<file path="config.mk">
export PLATFORM = sky130hd
export DESIGN_NAME = ufj_ctrl
export DESIGN_NICKNAME = d
export VERILOG_FILES = /design/src/rtl/core/ufj_pkg.sv /design/src/rtl/core/ufj_ctrl.sv
export SDC_FILE = /design/constraint.sdc
export NUM_CORES = 1
export LEC_CHECK = 0
export ABC_AREA = 1
export BUFFER_PORTS_ARGS = -buffer_cell sky130_fd_sc_hd__buf_4
export CAP_MARGIN = 25
export CORE_AREA = 2 2 39 41
export DETAILED_ROUTE_END_ITERATION = 10
export DIE_AREA = 0 0 41 43
export GPL_TIMING_DRIVEN = 0
export PLACE_DENSITY = 0.74
export SYNTH_ARGS = -nofsm -noshare
export SYNTH_HDL_FRONTEND = slang
export SYNTH_SLANG_ARGS = --single-unit
</file>
<file path="constraint.sdc">
create_clock -name aclk -period 3.1 [get_ports aclk]
set_input_delay 0.62 -clock aclk [delete_from_list [all_inputs] [get_ports aclk]]
set_output_delay 0.62 -clock aclk [all_outputs]
set_load 0.005 [all_outputs]
</file>
<file path="src/rtl/core/ufj_pkg.sv">
// shared widths, constants and controller/datapath interface types
package ufj_pkg;

    localparam int NODE_W = 10;
    localparam int SIZE_W = 11;
    localparam int S_DATA_W = 24;
    localparam int M_DATA_W = 24;

    localparam logic [SIZE_W-1:0] SIZE_ONE = SIZE_W'(1);
    localparam logic [SIZE_W-1:0] SIZE_MAX = {SIZE_W{1'b1}};

    typedef struct packed {
        logic clear_wr;
        logic load_in;
        logic sel_b;
        logic walk_start;
        logic walk_step;
        logic set_root;
        logic comp_write;
        logic size_rd_a;
        logic size_rd_b;
        logic do_merge;
        logic load_out;
    } ufj_cmd_t;

    typedef struct packed {
        logic clr_last;
        logic at_root;
        logic at_target;
        logic a_ok;
        logic b_ok;
        logic roots_differ;
        logic out_free;
    } ufj_sts_t;

endpackage

</file>
<file path="src/rtl/core/ufj_ctrl.sv">
// sequencing state machine: clearing pass, root walks, compression, merge
module ufj_ctrl
    import ufj_pkg::*;
(
    input  logic     aclk,
    input  logic     aresetn,
    input  logic     s_tvalid,
    output logic     s_tready,
    input  ufj_sts_t sts,
    output ufj_cmd_t cmd
);

    localparam logic [3:0] ST_CLEAR      = 4'd0;
    localparam logic [3:0] ST_IDLE       = 4'd1;
    localparam logic [3:0] ST_START      = 4'd2;
    localparam logic [3:0] ST_FIND_ISSUE = 4'd3;
    localparam logic [3:0] ST_FIND_WALK  = 4'd4;
    localparam logic [3:0] ST_COMP_ISSUE = 4'd5;
    localparam logic [3:0] ST_COMP_WALK  = 4'd6;
    localparam logic [3:0] ST_SIZE_A     = 4'd7;
    localparam logic [3:0] ST_SIZE_B     = 4'd8;
    localparam logic [3:0] ST_MERGE      = 4'd9;
    localparam logic [3:0] ST_RESULT     = 4'd10;

    logic [3:0] state_reg, state_next;
    logic       side_reg, side_next;

    always_comb begin
        state_next = state_reg;
        side_next  = side_reg;
        cmd        = '0;
        cmd.sel_b  = side_reg;
        s_tready   = 1'b0;
        case (state_reg)
            ST_CLEAR: begin
                cmd.clear_wr = 1'b1;
                if (sts.clr_last) begin
                    state_next = ST_IDLE;
                end
            end
            ST_IDLE: begin
                s_tready = 1'b1;
                if (s_tvalid) begin
                    cmd.load_in = 1'b1;
                    state_next  = ST_START;
                end
            end
            ST_START: begin
                if (sts.a_ok) begin
                    side_next  = 1'b0;
                    state_next = ST_FIND_ISSUE;
                end else if (sts.b_ok) begin
                    side_next  = 1'b1;
                    state_next = ST_FIND_ISSUE;
                end else begin
                    state_next = ST_RESULT;
                end
            end
            ST_FIND_ISSUE: begin
                cmd.walk_start = 1'b1;
                state_next     = ST_FIND_WALK;
            end
            ST_FIND_WALK: begin
                if (sts.at_root) begin
                    cmd.set_root = 1'b1;
                    state_next   = ST_COMP_ISSUE;
                end else begin
                    cmd.walk_step = 1'b1;
                end
            end
            ST_COMP_ISSUE: begin
                cmd.walk_start = 1'b1;
                state_next     = ST_COMP_WALK;
            end
            ST_COMP_WALK: begin
                if (sts.at_target) begin
                    if (!side_reg && sts.b_ok) begin
                        side_next  = 1'b1;
                        state_next = ST_FIND_ISSUE;
                    end else if (sts.a_ok && sts.b_ok && sts.roots_differ) begin
                        state_next = ST_SIZE_A;
                    end else begin
                        state_next = ST_RESULT;
                    end
                end else begin
                    // point this node at the root, follow its old link
                    cmd.comp_write = 1'b1;
                    cmd.walk_step  = 1'b1;
                end
            end
            ST_SIZE_A: begin
                cmd.size_rd_a = 1'b1;
                state_next    = ST_SIZE_B;
            end
            ST_SIZE_B: begin
                cmd.size_rd_b = 1'b1;
                state_next    = ST_MERGE;
            end
            ST_MERGE: begin
                cmd.do_merge = 1'b1;
                state_next   = ST_RESULT;
            end
            ST_RESULT: begin
                if (sts.out_free) begin
                    cmd.load_out = 1'b1;
                    state_next   = ST_IDLE;
                end
            end
            default: begin
                state_next = ST_IDLE;
            end
        endcase
    end

    always_ff @(posedge aclk) begin
        if (!aresetn) begin
            state_reg <= ST_CLEAR;
            side_reg  <= 1'b0;
        end else begin
            state_reg <= state_next;
            side_reg  <= side_next;
        end
    end

endmodule

</file>
==> results.yml <==
cts:
  ctsLongestPathBuffers: 2
  root_buffer: "clkbuf_4"
  cts-buffers-inserted: 3
  cts_max_level: 1
  clk_latency_ns: 0.24
  clkTransAtPathRegs_ns: 0.04
  cts-resized-gates: 0
  cts_tree: "built"
  clock_sinks: 5
  cts_setup_buffers: 0
  cts-hold-fix-buffers: 0
setup_path:
  cp_cell_sequence: "buf_4, nor2_1, inv_1, nor3_1, buf_4"
  cp.buffers_inverters: 3
  crit_fanout: 9
  crit_arrival_ns: 1.33
  cp_slowest_cell: "dfxtp_1"
  path_class: "flop to primary output"
  cp_common_cell: "buf_4"
  start_kind: "flop"
  setup.worst_path.end_class: "primary output"
  cpLargestDelayFamily: "buffers and inverters"
  cp_data_required_time_ns: 2.48
  max_stage_delay_ns: 0.29
timing:
  setup_viol: 0
  finClkSkew_ns: 0.00130
  worst_pin_slew_ns: 0.251
  fin_crit_ns: 1.95
  drv_slew: 0
  fin_crit_sh_pct: 62.9
  tns_ns: 0
  slew_headroom_pct: 83.3
  grt_setup_unrepaired: "no"
  max_freq_mhz: 513
  hold_viol: 0
cells_and_area:
  drive_above_1_share_pct: 31.6
  fin_util_pct: 53.0
  syn_to_final_growth_pct: 38.5
  largest_reg_flops: 4
  insertedDiodeCount: 0
  fin_nets: 128
global_routing:
  grt_pass1_wl_mm: 2.02
  grt_max_degree: 10
  grt_overflow_total: 0
  track_usage_pct: 16.4
  antenna_found_initial: 0
  grt_pass1_vias: 556
floorplan:
  dieArea_mm2: 0.00176
  start_util_pct: 38.2
  row_count: 14
  die_w_um: 41
  num_io_pins: 22
  core_area_mm2: 0.00138
  die_h_um: 43
run:
  drv_cap: 0
logic_synthesis:
  seq_area_frac_synth_pct: 18.9
  avgSynthCellArea_um2: 5.75
  synth.distinct_cells: 18
  synth_area_um2: 529
  synth_top_area_share_pct: 18.9
  yosys_warnings: 0
  synth_seq_cells: 5
  synth.area.top_cells: "dfxtp_1 (19%), nand3_1 (13%), inv_1 (13%)"
  synthCells: 92
  yosysTopAreaCell: "dfxtp_1"
  synth_nets: 102
drt:
  routed.top_layer: "met4"
  drcViolationCount: 0
  met3WireLength_um: 86
  drt_iter0_drc: 20
  wl_per_cell_um: 9.12
  ant_nets: 0
  via_per_inst: 4.59
  vias: 611
  first_pass_iters: 4
  m1WireLength_um: 536
  wirelength_mm: 1.21
  wl_met2_um: 571
worst_hold_path:
  hold_class: "flop to flop"
placement:
  dpl.hpwl_mm: 1.03
  port_buffers: 21
  place.gp.congestion: 0.800
power:
  leakage_nw: 0.444
  ir_drop_mv: 0.310
  powerDensity_mw_per_mm2: 647
run_status:
  status: "complete, no violations"
-- worst register-to-register path: stages (launching register included) --
cell and delay [ns]:
dfxtp_1 0.31, buf_4 0.16, inv_2 0.04, nor2_1 0.17, nand3_1 0.19, nand3_1 0.16, nor2_4 0.06, nor2_1 0.09
nor2_1 0.05
-- power breakdown --
part | leakage (nW) | switching, W | internal, W
combinational | 0.388 | 0.000169 | 0.000125
clock | 0.0150 | 0.0000261 | 0.0000486
sequential | 0.0410 | 0.0000205 | 0.0000851
total | 0.444 | 0.000216 | 0.000258
-- cells in the mapped netlist, drive strengths merged --
library cell / instances
inv: 21
nand3: 15
o21ai: 3
dfxtp: 5
nand3b: 1
nand2: 16
nor3: 4
nand4: 1
buf: 2
nor2: 20
a21oi: 4
-- routing by layer --
layer  vias to the layer above  track usage, %
met2                        24            26.9
met1                       251            19.0
met5                         -               0
met3                         2            1.57
li1                        334               -
met4                         0            10.0
-- logic make-up after synthesis --
| kind of cell | after synthesis | share of synthesized area [%] |
|---|---|---|
| AOI/OAI and AO/OA | 7 | 6.62 |
| and+or+nand+nor | 57 | 56.7 |
| buffers and inverters | 23 | 17.7 |
| DFF | 5 | 18.9 |
-- layout by cell type, fill, tap and decap left out --
master,netlist,routed
a21oi_1,4,4
clkbuf_1,0,1
inv_2,3,3
nand3b_1,1,1
nor2_4,1,1
clkbuf_4,0,3
nand4_1,1,1
inv_1,18,18
dfxtp_1,5,5
nand3_2,1,1
nor3_1,4,4
nand2_1,12,12
nand2_2,1,1
nor2_8,1,1
nor2_1,17,17
nand2_4,3,3
nand3_1,14,14
nor2_2,1,1
buf_4,2,23
o21ai_0,3,3
-- path summary, 6_finish.rpt --
path / startpoint / to / slack (ns) / cells past startpoint
worst max-delay path: state_reg[1] / cmd[5] / 1.15 / 5
worst min-delay path: side_reg / side_reg / 0.54 / 2
worst min register to register: side_reg / side_reg / 0.54 / 2
worst max register to register: state_reg[1] / state_reg[1] / 1.76 / 8
-- stage by stage --
stage	total power (W)	cells	setup WS, ns	cell area (um^2)	hold slack, ns
4_1_cts	0.000480	133	1.14	733	0.544
3_3_place_gp	0.000400	129	1.35	707	0.532
5_1_grt	0.000527	133	1.05	733	0.565
2_1_floorplan	0.000309	92	1.59	529	0.475
3_5_place_dp	0.000401	129	1.35	707	0.531
6_report	0.000474	133	1.15	733	0.539
-- final cells by class --
| class | instances | area [um^2] |
|---|---|---|
| inverters | 21 | 78.8 |
| flip-flops and latches | 5 | 100 |
| multi-input cells | 64 | 335 |
| repair buffers | 21 | 158 |
| fillers | 151 | 651 |
| plain buffers | 2 | 15.0 |
| well taps | 16 | 20.0 |
| clock buffers | 4 | 26.3 |
Power figures use the tool's default switching activity.
